==> src/hw/rtl/sha256_hash_engine_defines.svh <==
// Assertion macros used by the SHA-256 hash engine module.
`ifndef SHA256_HASH_ENGINE_DEFINES_SVH
`define SHA256_HASH_ENGINE_DEFINES_SVH
// Implication checked on every rising clock edge outside reset.
`define SHA_ASSERT_IMPL(label, clk_s, rst_s, ante, cons, msg) \
  label: assert property (@(posedge clk_s) disable iff (rst_s) (ante) |-> (cons)) \
    else $error(msg);
// Next-cycle implication checked outside reset.
`define SHA_ASSERT_NEXT(label, clk_s, rst_s, ante, cons, msg) \
  label: assert property (@(posedge clk_s) disable iff (rst_s) (ante) |=> (cons)) \
    else $error(msg);
`endif

==> src/hw/rtl/sha_pkg.sv <==
// ----------------------------------------------------------------------------
// SHA-256 engine package
// Shared types, constants and the round-constant function of the SHA-256 engine.
// ----------------------------------------------------------------------------
package sha_pkg;

  typedef struct packed {
    logic [31:0] message_word;
    logic [2:0]  valid_bytes;
    logic        end_of_message;
  } sha_in_t;

  typedef struct packed {
    logic [31:0] digest_word;
    logic [2:0]  digest_index;
    logic        digest_last;
  } sha_out_t;

  typedef enum logic [2:0] {
    ST_IDLE,
    ST_ROUND,
    ST_UPDATE,
    ST_PAD,
    ST_EMIT
  } sha_state_t;

  // Control from the sequencer to the round datapath.
  typedef struct packed {
    logic        load_word;
    logic [31:0] word;
    logic        init_vars;
    logic        do_round;
    logic [5:0]  round;
    logic        add_hash;
    logic        reset_hash;
  } sha_ctl_t;

  localparam logic [31:0] PAD_WORD = 32'h80000000;

  localparam logic [255:0] INIT_HASH = {
    32'h6a09e667, 32'hbb67ae85, 32'h3c6ef372, 32'ha54ff53a,
    32'h510e527f, 32'h9b05688c, 32'h1f83d9ab, 32'h5be0cd19};

  function automatic logic [31:0] round_k(input logic [5:0] idx);
    logic [31:0] k;
    case (idx)
      6'd0: k = 32'h428a2f98;  6'd1: k = 32'h71374491;  6'd2: k = 32'hb5c0fbcf;
      6'd3: k = 32'he9b5dba5;  6'd4: k = 32'h3956c25b;  6'd5: k = 32'h59f111f1;
      6'd6: k = 32'h923f82a4;  6'd7: k = 32'hab1c5ed5;  6'd8: k = 32'hd807aa98;
      6'd9: k = 32'h12835b01;  6'd10: k = 32'h243185be; 6'd11: k = 32'h550c7dc3;
      6'd12: k = 32'h72be5d74; 6'd13: k = 32'h80deb1fe; 6'd14: k = 32'h9bdc06a7;
      6'd15: k = 32'hc19bf174; 6'd16: k = 32'he49b69c1; 6'd17: k = 32'hefbe4786;
      6'd18: k = 32'h0fc19dc6; 6'd19: k = 32'h240ca1cc; 6'd20: k = 32'h2de92c6f;
      6'd21: k = 32'h4a7484aa; 6'd22: k = 32'h5cb0a9dc; 6'd23: k = 32'h76f988da;
      6'd24: k = 32'h983e5152; 6'd25: k = 32'ha831c66d; 6'd26: k = 32'hb00327c8;
      6'd27: k = 32'hbf597fc7; 6'd28: k = 32'hc6e00bf3; 6'd29: k = 32'hd5a79147;
      6'd30: k = 32'h06ca6351; 6'd31: k = 32'h14292967; 6'd32: k = 32'h27b70a85;
      6'd33: k = 32'h2e1b2138; 6'd34: k = 32'h4d2c6dfc; 6'd35: k = 32'h53380d13;
      6'd36: k = 32'h650a7354; 6'd37: k = 32'h766a0abb; 6'd38: k = 32'h81c2c92e;
      6'd39: k = 32'h92722c85; 6'd40: k = 32'ha2bfe8a1; 6'd41: k = 32'ha81a664b;
      6'd42: k = 32'hc24b8b70; 6'd43: k = 32'hc76c51a3; 6'd44: k = 32'hd192e819;
      6'd45: k = 32'hd6990624; 6'd46: k = 32'hf40e3585; 6'd47: k = 32'h106aa070;
      6'd48: k = 32'h19a4c116; 6'd49: k = 32'h1e376c08; 6'd50: k = 32'h2748774c;
      6'd51: k = 32'h34b0bcb5; 6'd52: k = 32'h391c0cb3; 6'd53: k = 32'h4ed8aa4a;
      6'd54: k = 32'h5b9cca4f; 6'd55: k = 32'h682e6ff3; 6'd56: k = 32'h748f82ee;
      6'd57: k = 32'h78a5636f; 6'd58: k = 32'h84c87814; 6'd59: k = 32'h8cc70208;
      6'd60: k = 32'h90befffa; 6'd61: k = 32'ha4506ceb; 6'd62: k = 32'hbef9a3f7;
      default: k = 32'hc67178f2;
    endcase
    return k;
  endfunction

endpackage

==> src/hw/rtl/sha_round.sv <==
// ----------------------------------------------------------------------------
// SHA-256 round unit
// Holds the hash, working variables and rolling schedule window, and runs one
// compression round per cycle under control of the sequencer.
// ----------------------------------------------------------------------------
module sha_round (
  input  logic             clk,
  input  logic             rst,
  input  sha_pkg::sha_ctl_t ctl,
  input  logic [2:0]       read_index,
  output logic [31:0]      read_word
);

  logic [31:0] hash [8];
  logic [31:0] vars [8];
  logic [31:0] win [16];
  logic [3:0]  load_ptr;
  logic [3:0]  slot, s2, s7, s15;
  logic [31:0] m2, m7, m15, s0, s1, w, t1, t2, e, a;

  function automatic logic [31:0] rotr(input logic [31:0] x, input int n);
    return (x >> n) | (x << (32 - n));
  endfunction

  // Schedule word and round sums.
  always_comb begin
    slot = ctl.round[3:0];
    s2   = slot - 4'd2;
    s7   = slot - 4'd7;
    s15  = slot - 4'd15;
    m2   = win[s2];
    m7   = win[s7];
    m15  = win[s15];
    s1   = rotr(m2, 17) ^ rotr(m2, 19) ^ (m2 >> 10);
    s0   = rotr(m15, 7) ^ rotr(m15, 18) ^ (m15 >> 3);
    w    = (ctl.round[5:4] != 2'd0) ? (s1 + m7 + s0 + win[slot]) : win[slot];
    e    = vars[4];
    a    = vars[0];
    t1   = vars[7] + (rotr(e, 6) ^ rotr(e, 11) ^ rotr(e, 25))
         + ((e & vars[5]) ^ (~e & vars[6])) + sha_pkg::round_k(ctl.round) + w;
    t2   = (rotr(a, 2) ^ rotr(a, 13) ^ rotr(a, 22))
         + ((a & vars[1]) ^ (a & vars[2]) ^ (vars[1] & vars[2]));
  end

  // Word load pointer.
  always_ff @(posedge clk) begin
    if (rst) begin
      load_ptr <= '0;
    end else if (ctl.load_word) begin
      load_ptr <= load_ptr + 4'd1;
    end
  end

  // Schedule window.
  always_ff @(posedge clk) begin
    if (ctl.load_word) begin
      win[load_ptr] <= ctl.word;
    end else if (ctl.do_round) begin
      win[slot] <= w;
    end
  end

  // Working variables.
  always_ff @(posedge clk) begin
    if (ctl.init_vars) begin
      for (int i = 0; i < 8; i++) vars[i] <= hash[i];
    end else if (ctl.do_round) begin
      vars[7] <= vars[6]; vars[6] <= vars[5]; vars[5] <= vars[4];
      vars[4] <= vars[3] + t1;
      vars[3] <= vars[2]; vars[2] <= vars[1]; vars[1] <= vars[0];
      vars[0] <= t1 + t2;
    end
  end

  // Hash state.
  always_ff @(posedge clk) begin
    if (rst || ctl.reset_hash) begin
      for (int i = 0; i < 8; i++) hash[i] <= sha_pkg::INIT_HASH[255 - 32*i -: 32];
    end else if (ctl.add_hash) begin
      for (int i = 0; i < 8; i++) hash[i] <= hash[i] + vars[i];
    end
  end

  assign read_word = hash[read_index];

endmodule

==> src/hw/rtl/sha256_hash_engine.sv <==
// ----------------------------------------------------------------------------
// SHA-256 hash engine
// Streams 32-bit message words, pads the message and returns the digest.
// ----------------------------------------------------------------------------
// Usage: raise start with a beat on in_item while busy is low. A beat that
// is not the last holds four bytes; the last beat (end_of_message) holds
// 0 to 4 bytes, first byte in bits 31..24. The engine pads the message and
// appends the 64-bit bit length itself.
// An ordinary beat that completes a 16-word block starts a compression:
// one round per cycle in the shared round unit, then the hash update.
// The last beat is followed by the padding words, one or two blocks
// compressed and the emission of the digest.
// Results: eight digest beats on out_item, one per cycle, marked by
// out_valid; the receiver cannot stall them. After the digest the hash
// returns to its initial value for the next message.
// Reset (rst, synchronous) clears the sequencer and loads the initial hash.
`include "sha256_hash_engine_defines.svh"
module sha256_hash_engine (
  input  logic              clk,
  input  logic              rst,
  input  logic              start,
  input  sha_pkg::sha_in_t  in_item,
  output logic              busy,
  output logic              out_valid,
  output sha_pkg::sha_out_t out_item
);

  sha_pkg::sha_state_t state, state_next;
  sha_pkg::sha_ctl_t   ctl;
  logic [3:0]  count, count_next;
  logic [6:0]  round_count, round_count_next;
  logic [63:0] message_bits, message_bits_next;
  logic        padding, padding_next;
  logic [3:0]  pad_step, pad_step_next;
  logic [2:0]  emit_idx, emit_idx_next;
  logic [31:0] read_word;
  logic        accept;
  logic [2:0]  nb;
  logic [31:0] keep, first_word;

  assign accept = start && !busy;
  assign busy   = (state != sha_pkg::ST_IDLE);

  // Last-word masking and pad byte.
  always_comb begin
    nb = (in_item.valid_bytes > 3'd4) ? 3'd4 : in_item.valid_bytes;
    case (nb)
      3'd0:    begin keep = 32'h0;        first_word = sha_pkg::PAD_WORD; end
      3'd1:    begin keep = 32'hff000000; first_word = 32'h00800000; end
      3'd2:    begin keep = 32'hffff0000; first_word = 32'h00008000; end
      3'd3:    begin keep = 32'hffffff00; first_word = 32'h00000080; end
      default: begin keep = 32'hffffffff; first_word = 32'h0; end
    endcase
    first_word = first_word | (in_item.message_word & keep);
  end

  // State register.
  always_ff @(posedge clk) begin
    if (rst) begin
      state <= sha_pkg::ST_IDLE;
      count <= '0; round_count <= '0; message_bits <= '0;
      padding <= 1'b0; pad_step <= '0; emit_idx <= '0;
    end else begin
      state <= state_next; count <= count_next; round_count <= round_count_next;
      message_bits <= message_bits_next; padding <= padding_next;
      pad_step <= pad_step_next; emit_idx <= emit_idx_next;
    end
  end

  // Sequencer. pad_step: 0 pad word after full last word, 1 zero fill,
  // 2 high length, 3 low length, 4 length written.
  always_comb begin
    state_next = state; count_next = count; round_count_next = round_count;
    message_bits_next = message_bits; padding_next = padding;
    pad_step_next = pad_step; emit_idx_next = emit_idx;
    ctl = '0;
    ctl.round = round_count[5:0];
    out_valid = 1'b0;
    case (state)
      sha_pkg::ST_IDLE: begin
        if (accept) begin
          ctl.load_word = 1'b1;
          count_next = count + 4'd1;
          if (!in_item.end_of_message) begin
            ctl.word = in_item.message_word;
            message_bits_next = message_bits + 64'd32;
            if (count == 4'd15) begin
              state_next = sha_pkg::ST_ROUND; ctl.init_vars = 1'b1;
            end
          end else begin
            message_bits_next = message_bits + {58'd0, nb, 3'd0};
            padding_next = 1'b1;
            ctl.word = (nb == 3'd4) ? in_item.message_word : first_word;
            pad_step_next = (nb == 3'd4) ? 4'd0 : 4'd1;
            if (count == 4'd15) begin
              state_next = sha_pkg::ST_ROUND; ctl.init_vars = 1'b1;
            end else begin
              state_next = sha_pkg::ST_PAD;
            end
          end
        end
      end
      sha_pkg::ST_PAD: begin
        ctl.load_word = 1'b1;
        count_next = count + 4'd1;
        case (pad_step)
          4'd0: begin ctl.word = sha_pkg::PAD_WORD; pad_step_next = 4'd1; end
          4'd1: begin
            ctl.word = '0;
            if (count == 4'd13) pad_step_next = 4'd2;
          end
          4'd2: begin ctl.word = message_bits[63:32]; pad_step_next = 4'd3; end
          default: begin ctl.word = message_bits[31:0]; pad_step_next = 4'd4; end
        endcase
        // Zero fill that reaches word 14 writes the high length word there instead.
        if (pad_step == 4'd1 && count == 4'd14) begin
          ctl.word = message_bits[63:32]; pad_step_next = 4'd3;
        end
        if (count == 4'd15) begin
          state_next = sha_pkg::ST_ROUND; ctl.init_vars = 1'b1;
        end
      end
      sha_pkg::ST_ROUND: begin
        ctl.do_round = 1'b1;
        round_count_next = round_count + 7'd1;
        if (round_count == 7'd63) state_next = sha_pkg::ST_UPDATE;
      end
      sha_pkg::ST_UPDATE: begin
        ctl.add_hash = 1'b1;
        round_count_next = '0;
        if (!padding) state_next = sha_pkg::ST_IDLE;
        else if (pad_step == 4'd4) state_next = sha_pkg::ST_EMIT;
        else state_next = sha_pkg::ST_PAD;
      end
      sha_pkg::ST_EMIT: begin
        out_valid = 1'b1;
        emit_idx_next = emit_idx + 3'd1;
        if (emit_idx == 3'd7) begin
          state_next = sha_pkg::ST_IDLE;
          ctl.reset_hash = 1'b1;
          padding_next = 1'b0;
          message_bits_next = '0;
        end
      end
      default: state_next = sha_pkg::ST_IDLE;
    endcase
  end

  sha_round u_round (
    .clk(clk), .rst(rst), .ctl(ctl), .read_index(emit_idx), .read_word(read_word)
  );

  assign out_item.digest_word  = read_word;
  assign out_item.digest_index = emit_idx;
  assign out_item.digest_last  = (emit_idx == 3'd7);

  // Checks on the sequencer.
  `SHA_ASSERT_IMPL(a_emit_busy, clk, rst, out_valid, busy, "digest beat while idle")
  `SHA_ASSERT_NEXT(a_round_done, clk, rst, state == sha_pkg::ST_ROUND && round_count == 7'd63,
    state == sha_pkg::ST_UPDATE, "compression did not end after 64 rounds")
  `SHA_ASSERT_IMPL(a_round_zero, clk, rst, state == sha_pkg::ST_IDLE, round_count == 7'd0,
    "round count not cleared when idle")

endmodule

==> config.mk <==
export PLATFORM = sky130hd
export DESIGN_NAME = sha256_hash_engine
export DESIGN_NICKNAME = d
export VERILOG_FILES = /design/src/hw/rtl/sha_pkg.sv /design/src/hw/rtl/sha_round.sv /design/src/hw/rtl/sha256_hash_engine.sv
export VERILOG_INCLUDE_DIRS = /design/src /design/src/hw/rtl
export SDC_FILE = /design/constraint.sdc
export NUM_CORES = 2
export LEC_CHECK = 0
export BUFFER_PORTS_ARGS = -buffer_cell sky130_fd_sc_hd__buf_2
export CAP_MARGIN = 20
export CORE_MARGIN = 1
export CORE_UTILIZATION = 30
export DETAILED_ROUTE_END_ITERATION = 8
export GPL_TIMING_DRIVEN = 0
export PLACE_DENSITY_LB_ADDON = 0.05
export SETUP_SLACK_MARGIN = 0.5
export SYNTH_ARGS = -nofsm -noshare
export SYNTH_HDL_FRONTEND = slang
export SYNTH_HIERARCHICAL = 1
export SYNTH_SLANG_ARGS = --single-unit
export TNS_END_PERCENT = 5
==> constraint.sdc <==
create_clock -name clk -period 16.75 [get_ports clk]
set_input_delay 5.025 -clock clk [delete_from_list [all_inputs] [get_ports clk]]
set_output_delay 5.025 -clock clk [all_outputs]
set_load 0.02 [all_outputs]
==> results.cfg <==
[critical_path]
slowest_delay_ns = 0.60
critPathRequiredTime_ns = 17.31
arrival_ns = 16.45
critPathSlowestCell = mux4_2
worst_r2r_path_depth = 61
start_kind = flip-flop
crit_type = reg -> reg
critPathMaxFanout = 16
endpoint_kind = flip-flop
cp_common_cell = inv_1

[sta]
rsz0062_at_grt = no
hold_violations = 0
timing.final.crit_period_ns = 15.89
slew_headroom = 0.1086
finalMaxSlewViolations = 0
tightest_slew_ns = 1.326
fmax_mhz = 62.92
setup-violations-final = 0
post-route-period-util = 0.9488
fin_worst_skew_ns = 0.08286
fin_tns_setup_ns = 0

[run_status]
status = complete, no violations

[synthesis]
synth_area_um2 = 82160
synth-main-ff-cell = edfxtp_1
ys_warn_count = 6
ys_seq_area_frac = 0.3952
ys_ff_latch = 1110
syn_inst = 7487
synthesis.nets = 8136
ys_types = 93
synth-edff-count = 1024
synth_area_per_cell_um2 = 10.97
synthArstFlopShare = 0

[global_routing]
grt_pass1_vias = 65290
grt_usage = 0.2954
grt_use_met2 = 0.4568
antenna_found_initial = 35
gr-total-overflow = 0
grt_pass1_wl_um = 561100
grt_util_met3 = 0.04893
use_met1 = 0.4129
gr-max-usage-layer = met2
grt_max_degree = 52

[clocking]
clockRootBuffer = clkbuf_16
cts.sinks = 1110
insertion_delay_ns = 0.90
htreeDepth = 4
numCtsBuffers = 154
cts_tree = built
cts_hold_buf = 0
clk_pin_slew_ns = 0.06
clock_path_buffers = 4

[routing]
drt_iter0_drc = 8377
post_drt_wl_per_cell_um = 36.09
via_per_inst = 5.822
routed_wl_um = 416300
via_count = 67160
firstDrtPassIters = 6
drcViolationCount = 0
postRouteAntennaNets = 0

[finish]
drive_gt1_frac = 0.1485
fin_util = 0.3488
layout.nets = 8492
syn2layout_area_growth_pct = 15.26

[floorplanning]
core-area_um2 = 271500
placementRows = 191
io_pins = 77
die_x_um = 525.3
start_util = 0.3026
dieHeight_um = 525.3
die_area_um2 = 276000

[place]
gp_congestion = 0.9520
portBuffers = 75
hpwl_um = 327500

[min_path]
holdCritPathClass = reg -> reg
hold_depth = 2

[job]
drv_cap = 0
-- placed cells by master (no fill, tap or decap), drive strengths merged, types with 86 or more instances in the layout --
master	n
xor2	181
o21ai	387
a21o	177
buf	323
ha	413
nand2	1045
edfxtp	1024
a21oi	374
xnor2	436
nor3	124
dfxtp	86
mux4	483
nand3	103
nor2	483
inv	477
fa	197
clkbuf	482
mux2i	152
-- kinds of logic (layout without fill, tap and decap cells) --
logic type	Yosys count	count (layout)	share of synthesized area
muxes	713	713	0.1616
AOI/OAI and AO/OA	1451	1451	0.1120
adders and majority gates	615	615	0.1115
buffers and inverters	883	1351	0.04159
DFF	1110	1110	0.3952
other	0	10	0
xor gates and xnor gates	618	618	0.06637
and+or+nand+nor	2097	2097	0.1117
-- worst paths after layout --
path / slack (ns) / startpoint / end
worst min-delay path: 0.51 / message_bits[61]$_SDFFE_PP0P_ / message_bits[61]$_SDFFE_PP0P_
worst min register to register: 0.51 / message_bits[61]$_SDFFE_PP0P_ / message_bits[61]$_SDFFE_PP0P_
worst max-delay path: 0.86 / round_count[1]$_SDFFE_PP0P_ / u_round/vars[0][31]$_DFFE_PP_
worst max register to register: 0.86 / round_count[1]$_SDFFE_PP0P_ / u_round/vars[0][31]$_DFFE_PP_
-- synthesized netlist by cell type (152+ instances only) --
| cell type | number | share of area |
|---|---|---|
| nor2_1 | 482 | 0.022 |
| nand2_1 | 1044 | 0.048 |
| mux2i_1 | 152 | 0.019 |
| edfxtp_1 | 1024 | 0.37 |
| a21oi_1 | 374 | 0.023 |
| a21o_1 | 177 | 0.016 |
| ha_1 | 413 | 0.063 |
| clkbuf_1 | 286 | 0.013 |
| inv_1 | 474 | 0.022 |
| mux4_2 | 483 | 0.13 |
| xor2_1 | 181 | 0.019 |
| fa_1 | 197 | 0.048 |
| xnor2_1 | 434 | 0.046 |
| o21ai_0 | 362 | 0.022 |
-- worst max-delay path, delay by kind of cell, from the launching register on --
family / cells / cell delay [ns]
compound gates: 21 / 4.39
fa+ha+maj: 10 / 4.29
buf+inv: 16 / 3.25
xor+xnor: 5 / 1.35
mux: 2 / 0.93
simple gates: 7 / 0.71
flops: 1 / 0.51
-- repair_timing --
| action | in CTS | in global routing |
|---|---|---|
| buffers inserted | 0 | 0 |
| gates cloned | 0 | 0 |
| gates resized for setup | 43 | 39 |
| setup endpoints to repair | 37 | 6 |
-- sequential cells by signal, summed over array words and instances (netlist names) --
register and flops:
emit_idx 3, round_count 7, u_round/load_ptr 4, message_bits 61, u_round/win 512, count 4, u_round/vars 256, state 3
padding 1, pad_step 3, u_round/hash 256
-- through the flow --
step                instances  area (um^2)  hold WS (ns)  worst slack [ns]
finish                  11540        94690        0.5083            0.8572
global route            11530        94680        0.5304            0.5260
CTS                     11520        94500        0.5112            0.5672
detailed placement      11250        89450        0.5005            -2.964
global placement        11130        87000        0.4919            -5.274
floorplan                7487        82160        0.4579             3.072
-- layer usage --
layer  vias up  routed length (um)
li1      28280                   -
met1     34840              183000
met2      3323              183700
met3       698               31360
met4        12               18080
met5         -                  76
-- final cells by class --
class,instances,area [um^2]
Antenna cell,10,25.02
Buffer,406,1778
Clock buffer,200,4214
Clock inverter,68,675.6
Fill cell,27260,176800
Inverter,477,1792
Multi-Input combinational cell,5494,46620
Sequential cell,1110,32480
Tap cell,3570,4467
Timing Repair Buffer,200,2640
Power is left out: the tool's default activity adds up to more than one toggle a clock period on the data nets, which glitch-free logic cannot reach.
